[src/rtl/oetc_pkg.sv]
// ----------------------------------------------------------------------------
// oetc_pkg
// Shared types and constants for the OOK edge timing capture block.
// ----------------------------------------------------------------------------
package oetc_pkg;

    localparam int FRAME_CHANGES_DEF = 49;

    localparam int TIME_W     = 32;
    localparam int SYNC_MIN_W = 16;
    localparam int SYNC_TOL_W = 12;
    localparam int CFG_W      = 16;
    localparam int CFG_IDX_W  = 1;
    localparam int INDEX_W    = 6;
    localparam int REPEAT_W   = 2;
    localparam int IN_DATA_W  = 32;
    localparam int OUT_DATA_W = 40;

    localparam logic [SYNC_MIN_W-1:0] SYNC_MIN_RST = 16'd5000;
    localparam logic [SYNC_TOL_W-1:0] SYNC_TOL_RST = 12'd200;
    localparam logic [REPEAT_W-1:0]   REPEAT_DONE  = 2'd2;

    localparam logic [CFG_IDX_W-1:0] REG_SYNC_MIN = 1'd0;
    localparam logic [CFG_IDX_W-1:0] REG_SYNC_TOL = 1'd1;

    typedef enum logic [2:0] {
        ST_IDLE,
        ST_GAP,
        ST_DIFF,
        ST_NEAR,
        ST_UPDATE,
        ST_EMIT,
        ST_STORE
    } state_t;

    typedef struct packed {
        logic latch;
        logic calc_gap;
        logic calc_diff;
        logic calc_near;
        logic update;
        logic rd_en;
        logic store;
    } cmd_t;

    typedef struct packed {
        logic emit;
        logic rd_last;
        logic out_free;
    } status_t;

endpackage

[src/rtl/oetc_ram.sv]
// ----------------------------------------------------------------------------
// oetc_ram
// Simple dual-port RAM: one write port, one read port with registered data.
// ----------------------------------------------------------------------------
module oetc_ram #(
    parameter int WIDTH = 32,
    parameter int DEPTH = 50
) (
    input  logic                     clk,
    input  logic                     we,
    input  logic [$clog2(DEPTH)-1:0] waddr,
    input  logic [WIDTH-1:0]         wdata,
    input  logic                     re,
    input  logic [$clog2(DEPTH)-1:0] raddr,
    output logic [WIDTH-1:0]         rdata
);

    logic [WIDTH-1:0] mem [DEPTH];
    logic [WIDTH-1:0] rdata_reg;

    always_ff @(posedge clk)
    begin
        if (we)
        begin
            mem[waddr] <= wdata;
        end
        if (re)
        begin
            rdata_reg <= mem[raddr];
        end
    end

    assign rdata = rdata_reg;

endmodule

[src/rtl/oetc_ctrl.sv]
// ----------------------------------------------------------------------------
// oetc_ctrl
// Sequencer: steps one edge through gap, compare and update, then walks the
// frame readout when a complete frame is confirmed.
// ----------------------------------------------------------------------------
module oetc_ctrl (
    input  logic             clk,
    input  logic             rst_n,
    input  logic             in_valid,
    output logic             in_ready,
    output oetc_pkg::cmd_t    cmd,
    input  oetc_pkg::status_t status
);

    import oetc_pkg::*;

    state_t state_reg;
    state_t state_next;

    always_ff @(posedge clk or negedge rst_n)
    begin
        if (!rst_n)
        begin
            state_reg <= ST_IDLE;
        end
        else
        begin
            state_reg <= state_next;
        end
    end

    always_comb
    begin
        state_next = state_reg;
        cmd        = '0;
        in_ready   = 1'b0;
        unique case (state_reg)
            ST_IDLE:
            begin
                in_ready  = 1'b1;
                cmd.latch = in_valid;
                if (in_valid)
                begin
                    state_next = ST_GAP;
                end
            end
            ST_GAP:
            begin
                cmd.calc_gap = 1'b1;
                state_next   = ST_DIFF;
            end
            ST_DIFF:
            begin
                cmd.calc_diff = 1'b1;
                state_next    = ST_NEAR;
            end
            ST_NEAR:
            begin
                cmd.calc_near = 1'b1;
                state_next    = ST_UPDATE;
            end
            ST_UPDATE:
            begin
                cmd.update = 1'b1;
                state_next = status.emit ? ST_EMIT : ST_IDLE;
            end
            ST_EMIT:
            begin
                // issue one read per cycle while the output slot frees up
                cmd.rd_en = status.out_free;
                if (status.out_free && status.rd_last)
                begin
                    state_next = ST_STORE;
                end
            end
            ST_STORE:
            begin
                cmd.store  = 1'b1;
                state_next = ST_IDLE;
            end
            default:
            begin
                state_next = ST_IDLE;
            end
        endcase
    end

endmodule

[src/rtl/oetc_dp.sv]
// ----------------------------------------------------------------------------
// oetc_dp
// Datapath: config registers, gap arithmetic, sync classification, change
// and repeat counters, gap store and the output register.
// ----------------------------------------------------------------------------
module oetc_dp #(
    parameter int FRAME_CHANGES = oetc_pkg::FRAME_CHANGES_DEF
) (
    input  logic                                 clk,
    input  logic                                 rst_n,
    input  logic                                 cfg_we,
    input  logic [oetc_pkg::CFG_IDX_W-1:0]       cfg_index,
    input  logic [oetc_pkg::CFG_W-1:0]           cfg_wdata,
    input  logic [oetc_pkg::TIME_W-1:0]          edge_time_us,
    output logic [oetc_pkg::TIME_W-1:0]          pulse_us,
    output logic [oetc_pkg::INDEX_W-1:0]         pulse_index,
    output logic                                 last_of_frame,
    output logic                                 out_valid,
    input  logic                                 out_ready,
    input  oetc_pkg::cmd_t                       cmd,
    output oetc_pkg::status_t                    status
);

    import oetc_pkg::*;

    localparam int DEPTH  = FRAME_CHANGES + 1;
    localparam int ADDR_W = $clog2(DEPTH);
    localparam int CC_W   = $clog2(FRAME_CHANGES + 2);
    localparam int DIFF_W = TIME_W + 1;

    localparam logic [CC_W-1:0]   CC_MAX  = CC_W'(FRAME_CHANGES);
    localparam logic [CC_W-1:0]   CC_FULL = CC_W'(FRAME_CHANGES + 1);
    localparam logic [ADDR_W-1:0] RD_LAST = ADDR_W'(FRAME_CHANGES - 1);

    logic [SYNC_MIN_W-1:0] sync_min_reg;
    logic [SYNC_TOL_W-1:0] sync_tol_reg;
    logic [TIME_W-1:0]     now_reg;
    logic [TIME_W-1:0]     prev_reg;
    logic [TIME_W-1:0]     gap_reg;
    logic [TIME_W-1:0]     gap0_reg;
    logic                  sync_reg;
    logic [DIFF_W-1:0]     diff_reg;
    logic                  near_reg;
    logic [CC_W-1:0]       cc_reg;
    logic [CC_W-1:0]       cc_next;
    logic [REPEAT_W-1:0]   rc_reg;
    logic [REPEAT_W-1:0]   rc_next;
    logic [DEPTH-1:0]      valid_reg;
    logic [ADDR_W-1:0]     rd_cnt_reg;
    logic                  out_valid_reg;
    logic [ADDR_W-1:0]     out_idx_reg;
    logic                  out_last_reg;
    logic                  out_vq_reg;

    logic                  is_rep;
    logic [REPEAT_W-1:0]   rc_inc;
    logic                  rep_done;
    logic                  emit;
    logic [CC_W-1:0]       cc_sync;
    logic [CC_W-1:0]       cc_store;
    logic [REPEAT_W-1:0]   rc_keep;
    logic                  ram_we;
    logic [ADDR_W-1:0]     ram_waddr;
    logic [TIME_W-1:0]     ram_rdata;
    logic signed [DIFF_W-1:0] tol_pos;
    logic signed [DIFF_W-1:0] tol_neg;
    logic                  out_free;

    // configuration
    always_ff @(posedge clk or negedge rst_n)
    begin
        if (!rst_n)
        begin
            sync_min_reg <= SYNC_MIN_RST;
            sync_tol_reg <= SYNC_TOL_RST;
        end
        else if (cfg_we)
        begin
            unique case (cfg_index)
                REG_SYNC_MIN: sync_min_reg <= cfg_wdata[SYNC_MIN_W-1:0];
                REG_SYNC_TOL: sync_tol_reg <= cfg_wdata[SYNC_TOL_W-1:0];
            endcase
        end
    end

    // counter update for the item under classification
    always_comb
    begin
        is_rep   = sync_reg && near_reg;
        rc_inc   = rc_reg + REPEAT_W'(1);
        rep_done = is_rep && (rc_inc == REPEAT_DONE);
        emit     = rep_done && (cc_reg == CC_FULL);
        if (is_rep)
        begin
            rc_keep = rep_done ? '0 : rc_inc;
        end
        else
        begin
            rc_keep = rc_reg;
        end
        cc_sync = sync_reg ? '0 : cc_reg;
        // overflow drops both counters
        if (cc_sync > CC_MAX)
        begin
            cc_store = '0;
            rc_next  = '0;
        end
        else
        begin
            cc_store = cc_sync;
            rc_next  = rc_keep;
        end
        cc_next = cc_store + CC_W'(1);
    end

    // tolerance window, exclusive on both sides, no wrap
    assign tol_pos = $signed({{(DIFF_W-SYNC_TOL_W){1'b0}}, sync_tol_reg});
    assign tol_neg = -tol_pos;

    always_ff @(posedge clk)
    begin
        if (cmd.latch)
        begin
            now_reg <= edge_time_us;
        end
        if (cmd.calc_gap)
        begin
            gap_reg <= now_reg - prev_reg;
        end
        if (cmd.calc_diff)
        begin
            sync_reg <= gap_reg > {{(TIME_W-SYNC_MIN_W){1'b0}}, sync_min_reg};
            diff_reg <= {1'b0, gap_reg} - {1'b0, gap0_reg};
        end
        if (cmd.calc_near)
        begin
            near_reg <= ($signed(diff_reg) > tol_neg) && ($signed(diff_reg) < tol_pos);
        end
    end

    always_ff @(posedge clk or negedge rst_n)
    begin
        if (!rst_n)
        begin
            prev_reg  <= '0;
            gap0_reg  <= '0;
            cc_reg    <= '0;
            rc_reg    <= '0;
            valid_reg <= '0;
        end
        else
        begin
            if (cmd.calc_gap)
            begin
                prev_reg <= now_reg;
            end
            if (cmd.update)
            begin
                cc_reg <= cc_next;
                rc_reg <= rc_next;
                if (!emit)
                begin
                    valid_reg[cc_store[ADDR_W-1:0]] <= 1'b1;
                    if (cc_store == '0)
                    begin
                        gap0_reg <= gap_reg;
                    end
                end
            end
            if (cmd.store)
            begin
                // drop the emitted frame, then hold the new first gap
                valid_reg[FRAME_CHANGES-1:1] <= '0;
                valid_reg[0]                 <= 1'b1;
                gap0_reg                     <= gap_reg;
            end
        end
    end

    assign ram_we    = (cmd.update && !emit) || cmd.store;
    assign ram_waddr = cmd.store ? '0 : cc_store[ADDR_W-1:0];

    oetc_ram #(
        .WIDTH (TIME_W),
        .DEPTH (DEPTH)
    ) u_store (
        .clk   (clk),
        .we    (ram_we),
        .waddr (ram_waddr),
        .wdata (gap_reg),
        .re    (cmd.rd_en),
        .raddr (rd_cnt_reg),
        .rdata (ram_rdata)
    );

    // readout: the RAM read register is the output data stage
    assign out_free = !out_valid_reg || out_ready;

    always_ff @(posedge clk or negedge rst_n)
    begin
        if (!rst_n)
        begin
            rd_cnt_reg    <= '0;
            out_valid_reg <= 1'b0;
        end
        else if (cmd.rd_en)
        begin
            out_valid_reg <= 1'b1;
            rd_cnt_reg    <= (rd_cnt_reg == RD_LAST) ? '0 : rd_cnt_reg + ADDR_W'(1);
        end
        else if (out_ready)
        begin
            out_valid_reg <= 1'b0;
        end
    end

    always_ff @(posedge clk)
    begin
        if (cmd.rd_en)
        begin
            out_idx_reg  <= rd_cnt_reg;
            out_last_reg <= rd_cnt_reg == RD_LAST;
            out_vq_reg   <= valid_reg[rd_cnt_reg];
        end
    end

    assign pulse_us      = ram_rdata & {TIME_W{out_vq_reg}};
    assign pulse_index   = INDEX_W'(out_idx_reg);
    assign last_of_frame = out_last_reg;
    assign out_valid     = out_valid_reg;

    assign status.emit     = emit;
    assign status.rd_last  = rd_cnt_reg == RD_LAST;
    assign status.out_free = out_free;

endmodule

[src/rtl/ook_edge_timing_capture.sv]
// ----------------------------------------------------------------------------
// ook_edge_timing_capture
// Pulse timing receiver for on/off-keyed remote frames.
// ----------------------------------------------------------------------------
// Usage:
//   The s_axis channel takes one receiver edge per transfer, carrying its
//   free-running microsecond timestamp. The block measures the gap since the
//   previous edge, detects sync gaps against sync_min_us and matches them to
//   the first stored gap within sync_tolerance_us. On every second matching
//   sync with a full frame collected, the m_axis channel delivers
//   FRAME_CHANGES gap transfers, oldest first, with tlast on the final one.
//   After acceptance an edge passes four sequencer steps (gap, compare,
//   window check, counter update) before the next edge is taken.
//   An edge that releases a frame also waits for the readout, which walks
//   the gap RAM one entry per cycle through its read port while m_axis
//   does not stall; a stall on m_axis holds the readout.
//   Reset returns the config registers to 5000 and 200, clears the previous
//   timestamp, both counters and the gap store valid bits; the block is
//   ready for an edge on the first cycle after reset.
//   The config port writes register cfg_index with cfg_wdata on cfg_we.
// ----------------------------------------------------------------------------
module ook_edge_timing_capture #(
    parameter int FRAME_CHANGES = oetc_pkg::FRAME_CHANGES_DEF
) (
    input  logic                               clk,
    input  logic                               rst_n,
    input  logic                               cfg_we,
    input  logic [oetc_pkg::CFG_IDX_W-1:0]     cfg_index,
    input  logic [oetc_pkg::CFG_W-1:0]         cfg_wdata,
    input  logic                               s_axis_tvalid,
    output logic                               s_axis_tready,
    input  logic [oetc_pkg::IN_DATA_W-1:0]     s_axis_tdata,   // [31:0] edge_time_us
    output logic                               m_axis_tvalid,
    input  logic                               m_axis_tready,
    output logic [oetc_pkg::OUT_DATA_W-1:0]    m_axis_tdata,   // [31:0] pulse_us,
                                                               // [37:32] pulse_index
    output logic                               m_axis_tlast
);

    import oetc_pkg::*;

    cmd_t                 cmd;
    status_t              status;
    logic [TIME_W-1:0]    pulse_us;
    logic [INDEX_W-1:0]   pulse_index;

    oetc_ctrl u_ctrl (
        .clk      (clk),
        .rst_n    (rst_n),
        .in_valid (s_axis_tvalid),
        .in_ready (s_axis_tready),
        .cmd      (cmd),
        .status   (status)
    );

    oetc_dp #(
        .FRAME_CHANGES (FRAME_CHANGES)
    ) u_dp (
        .clk           (clk),
        .rst_n         (rst_n),
        .cfg_we        (cfg_we),
        .cfg_index     (cfg_index),
        .cfg_wdata     (cfg_wdata),
        .edge_time_us  (s_axis_tdata[TIME_W-1:0]),
        .pulse_us      (pulse_us),
        .pulse_index   (pulse_index),
        .last_of_frame (m_axis_tlast),
        .out_valid     (m_axis_tvalid),
        .out_ready     (m_axis_tready),
        .cmd           (cmd),
        .status        (status)
    );

    assign m_axis_tdata = {{(OUT_DATA_W-TIME_W-INDEX_W){1'b0}}, pulse_index, pulse_us};

`ifndef SYNTHESIS
    // one edge at a time: no new edge right after one is taken
    a_one_edge: assert property (@(posedge clk) disable iff (!rst_n)
        s_axis_tvalid && s_axis_tready |=> !s_axis_tready)
        else $error("edge accepted while previous edge in progress");

    // no edge is taken while the frame readout runs
    a_readout_blocks_input: assert property (@(posedge clk) disable iff (!rst_n)
        cmd.rd_en |-> !s_axis_tready)
        else $error("input ready during frame readout");

    // the frame marker sits on the final gap position
    a_last_index: assert property (@(posedge clk) disable iff (!rst_n)
        m_axis_tvalid && m_axis_tlast |-> m_axis_tdata[37:32] == INDEX_W'(FRAME_CHANGES - 1))
        else $error("tlast on wrong gap position");

    // reads are issued only when the output stage can take the data
    a_read_into_free_slot: assert property (@(posedge clk) disable iff (!rst_n)
        cmd.rd_en |-> !m_axis_tvalid || m_axis_tready)
        else $error("read issued over a pending result");
`endif

endmodule
[config.mk]
export PLATFORM = sky130hd
export DESIGN_NAME = ook_edge_timing_capture
export DESIGN_NICKNAME = d
export VERILOG_FILES = /design/src/rtl/oetc_pkg.sv /design/src/rtl/oetc_ram.sv /design/src/rtl/oetc_ctrl.sv /design/src/rtl/oetc_dp.sv /design/src/rtl/ook_edge_timing_capture.sv
export SDC_FILE = /design/constraint.sdc
export NUM_CORES = 2
export LEC_CHECK = 0
export CAP_MARGIN = 25
export CORE_MARGIN = 5
export CORE_UTILIZATION = 50
export CTS_CLUSTER_DIAMETER = 60
export DETAILED_ROUTE_END_ITERATION = 7
export DONT_BUFFER_PORTS = 1
export REMOVE_ABC_BUFFERS = 1
export SYNTH_ARGS = -nofsm -noshare
export SYNTH_HDL_FRONTEND = slang
export SYNTH_HIERARCHICAL = 1
export SYNTH_SLANG_ARGS = --single-unit
[constraint.sdc]
create_clock -name clk -period 12.7 [get_ports clk]
set_input_delay 1.905 -clock clk [delete_from_list [all_inputs] [get_ports clk]]
set_output_delay 1.905 -clock clk [all_outputs]
set_load 0.03 [all_outputs]
# After elaboration in Yosys (flattened, before gate mapping)
# Memory sizes are Yosys's and may differ from the RTL's. A register that Yosys moved wholly into a read port is not among the register bits.
# Index checks and enable logic that the tools add are counted.
[word_totals]
regBits = 267
latch_bits = 0
ramBits = 1600
romBits = 0
input_bits = 54
out_inout_bits = 43
word_cells = 107
memories = 1
[mem_list]
columns = ["memory", "words", "width", "rd", "rd_ports_with_merged_regs", "wr", "line", "source"]
rows = [
  ["u_dp.u_store.mem", 50, 32, 1, 1, 1, "oetc_ram.sv:18", "logic [WIDTH-1:0] mem [DEPTH];"],
]
[op_classes]
n_addsub = 6
mul = 0
div = 0
order_cmp = 7
eq_ne = 12
n_shift = 0
mux = 34
n_bitwise = 4
reduce_logical = 24
[ops]
columns = ["op", "count"]
rows = [
  ["two-way mux 49 bit", 3],
  ["two-way mux 32 bit", 4],
  ["OR 50 bit", 1],
  ["greater-than comparator 33 bit", 1],
  ["< comparator 33 x 13 -> 1 bit", 1],
  ["negation 12 -> 33 bit", 1],
  ["subtractor 32 x 32 -> 33 bit", 1],
  ["AND 32 bit", 1],
  ["greater-than comparator 32 x 16 -> 1 bit", 1],
  ["subtractor 32 bit", 1],
  ["two-way mux 6 bit", 4],
  ["one-hot mux 3 bit (6 select lines)", 1],
  ["< comparator 6 x 7 -> 1 bit, second input constant", 2],
  ["two-way mux 1 bit", 14],
  ["adder 6 x 1 -> 6 bit, second input constant", 2],
  ["equality test 6 bit, second input constant", 2],
  ["AND reduction 2 bit", 6],
  ["equality test 3 bit, second input constant", 3],
  ["two-way mux 3 bit", 3],
  ["nonzero test 2 bit", 4],
  ["logical AND 1 bit", 7],
  ["binary-select mux 1 bit (select 6 bit)", 1],
  ["demux 1 bit (select 6 bit)", 1],
  ["equality test 3 x 2 -> 1 bit, second input constant", 2],
  ["other kinds (14)", 20],
]

# Depth between registers and ports, before layout
[depth]
ltp_word = 11
mapped_depth = 15
ltp_nobuf = 15

# Cells and area by module
# The synthesis kept the hierarchy.
[by_module_without_submodules]
columns = ["mod", "n_inst", "cells_each", "area_per_inst_um2", "seq_area_each_um2"]
rows = [
  ["oetc_ram", 1, 2733, 62073.3, 49007.0],
  ["oetc_dp", 1, 1438, 14971.9, 7151.9],
  ["oetc_ctrl", 1, 26, 250.2, 75.1],
  ["ook_edge_timing_capture", 1, 3, 18.8, 0.0],
]

# Worst setup path before layout
# Ideal clock, no wire load.
[synth_path]
path_kind = "reg2reg"
start = "reg u_ctrl.state_reg[0]"
end = "mem u_dp.u_store.mem[16][0], enable pin"
setup_time_ps = 461
arrival_ps = 4127
required_ps = 12239
slack_ps = 8112
path_stages_with_launch = 10
path_buffers = 4
period_less_slack_ps = 4588
path_cell_list = "dfrtp_1 buf_4 nor2_1 clkbuf_1 clkbuf_1 nor2_1 clkbuf_1 nor3b_1 nand2_1 nor3_1"
[synth_rtl]
columns = ["element", "line", "source"]
rows = [
  ["from (decl)", "oetc_ctrl.sv:17", "state_t state_reg;"],
  ["from (signal assigned)", "oetc_ctrl.sv:28", "state_reg <= state_next;"],
  ["to (decl)", "oetc_ram.sv:18", ""],
]

==> flow_summary.yaml <==
outcome:
  status: "completed"
place:
  hpwl_um: 113200
  port_buffers: 0
  gp_congestion: 0.8202
timing:
  fmax_mhz: 216.9
  period_share: 0.3631
  hold_ws_ps: 472.1
  finalSetupViolations: 0
  period_needed_ps: 4611
  hold_violations: 0
  drv_slew: 0
  worst_pin_slew_ps: 1048
  maxSlewHeadroom: 0.2957
  rsz0062_at_grt: "no"
  fin_skew_ps: 32.24
global_routing:
  grt_pass1_vias: 40066
  grt_antenna_before_repair: 10
  grt_max_degree: 161
  grt_overflow: 0
  grt_util_met2: 0.3810
  busiest_layer: "met2"
  grt_pass1_wl_um: 282600
  use_met3: 0.04278
  use_met1: 0.3472
  grt_usage: 0.2391
cts:
  clock_latency_ps: 830
  cts.path.max_buffers: 3
  cts_hold_buf: 0
  clock_sink_count: 1899
  cts_resized: 0
  htree_num_levels: 4
  path_clk_slew_ps: 60
  cts_tree: "done"
  post_cts_buffers: 0
  cts_root_buffer: "clkbuf_16"
  numCtsBuffers: 196
critical_path:
  worst_ep_required_time_ps: 13170
  crit_path_top_delay_cell: "nor2_4"
  crit_fanout: 19
  critPathBufInv: 3
  start_kind: "flip-flop"
  cp_slowest_stage_delay_ps: 680
  crit_type: "reg2reg"
  cp_cell_sequence: "nor2b_4 -> nor2b_1 -> inv_1 -> nor2_1 -> nor2_1 -> inv_1 -> nand3_1 -> nor2_4 -> buf_4"
  crit_family: "simple AND/OR/NAND/NOR gates"
  arrival_ps: 5080
  crit_path_end_kind: "flip-flop"
die:
  core_region_area_sq_um: 153900
  die_x_um: 403.2
  initial_core_util: 0.5025
  ioPinCount: 97
  placementRows: 144
  die-area_sq_um: 162600
  chipHeight_um: 403.2
power:
  peakVddDrop_v: 0.0001840
  total_power_uw: 20600
  power.leakage_uw: 0.02906
  p_per_area_nw_per_um2: 237.6
synth:
  yosys_warnings: 6
  async_flop_share: 0.08425
  synthCells: 4200
  yosys-top-cells-area: "edfxtp_1 (68%), mux4_2 (10%), dfrtp_1 (4.9%)"
  synth.ff_latch_count: 1899
  synth-main-ff-cell: "edfxtp_1"
  synth.avg_cell_area_sq_um: 18.41
  synth_edf_count: 1739
  synthTopCellsByCount: "edfxtp_1 (1739), mux4_2 (355), nor2_1 (178)"
  yosys.area.top_type: "edfxtp_1"
  synth.distinct_cells: 81
  yosysTopAreaCellShare: 0.6754
  netlist_area_sq_um: 77310
  ys_seq_area_frac: 0.7273
  synth.most_common_cell: "edfxtp_1"
hold_path:
  hold_path_class: "reg2reg"
cells_and_area:
  largest_reg_flops: 1600
  nNetsFinal: 4504
  area_growth_pct: 12.14
  seq_area_sq_um: 56250
  multiInputGateArea_sq_um: 19930
  drive_above_1_share: 0.2051
  fillers: 11756
detailed_routing:
  wl_um: 193800
  wl_per_cell_um: 29.71
  via_per_inst: 6.159
  dr.pass1.iters: 7
  drtIter0Drc: 3920
  final_antenna_net_count: 0
  num_vias: 40171
  drc_errors: 0
job:
  maxCapViolCount: 0
==> cell families after synthesis <==
kind of cell / share of synthesized area
compound gates: 0.05548
simple gates: 0.03442
mux: 0.1332
other cells: 0.00004850
flops: 0.7273
xor+xnor: 0.007363
buf+inv: 0.02057
fa+ha+maj: 0.02156
==> cell type report <==
type	count	area share
multi-input cells	1966	0.2299
inverters	123	0.005325
diodes	2	0.00005773
flip-flops and latches	1899	0.6488
clock inverters	116	0.01199
clock buffers	240	0.05956
repair buffers	132	0.01488
well taps	2044	0.02950
==> worst reg2reg max path, cell delays in order, from the launching register on <==
cell and delay, ps:
dfrtp_1 560, nor2b_4 250, nor2b_1 650, inv_1 210, nor2_1 350, nor2_1 140
inv_1 370, nand3_1 530, nor2_4 680, buf_4 470
==> through the flow <==
step                      TNS [ps]  worst slack, ps    util  std cells  area [sq um]
after floorplan            -252150            -6553       -       3988         76190
after global placement           0             8230  0.5205       6143         80080
after detailed placement         0             8191  0.5229       6161         80460
after CTS                        0             8187  0.5632       6517         86660
after global routing             0             7892  0.5634       6520         86690
final                            0             8089  0.5635       6522         86700
==> report_power, final <==
group | leakage (uW) | switching, uW | internal (uW)
clock network | 0.00303 | 2370 | 3190
registers | 0.0177 | 317 | 8130
logic | 0.00837 | 4190 | 2400
==> metal layers <==
layer	part of all wire	wire length, um
met3	0.074	14260
met1	0.42	81950
met5	0	0
met2	0.48	92740
met4	0.025	4820
==> path summary, 6_finish.rpt <==
kind / from / to / slack (ps) / cells after the start
max: u_ctrl/state_reg[2]$_DFFE_PN0P_ / u_dp/u_store/mem[25][8]$_DFFE_PP_ / 8090 / 9
min: u_dp/valid_reg[0]$_DFFE_PN0P_ / u_dp/valid_reg[0]$_DFFE_PN0P_ / 470 / 1
max reg2reg: u_ctrl/state_reg[2]$_DFFE_PN0P_ / u_dp/u_store/mem[25][8]$_DFFE_PP_ / 8090 / 9
min reg2reg: u_dp/valid_reg[0]$_DFFE_PN0P_ / u_dp/valid_reg[0]$_DFFE_PN0P_ / 470 / 1
max in group asynchronous: rst_n / u_dp/prev_reg[31]$_DFFE_PN0P_ / 11380 / 0
min in group asynchronous: rst_n / u_dp/sync_tol_reg[1]$_DFFE_PN0P_ / 790 / 0
==> placed cells by master (no fill, tap or decap), drive strengths merged, types with 24 or more instances in the layout <==
master	n
mux2i	165
o21ai	110
o221ai	34
ha	130
nand3	30
clkbuf	241
and2	45
o211ai	25
inv	133
a21oi	163
edfxtp	1739
dfrtp	152
a221o	24
xnor2	44
nor2	178
mux4	355
a21o	54
buf	131
a22oi	101
nand4	25
clkinv	87
nand2	159
nor3	34
mux2	58
Note: power is estimated with default switching activity, not from simulation.
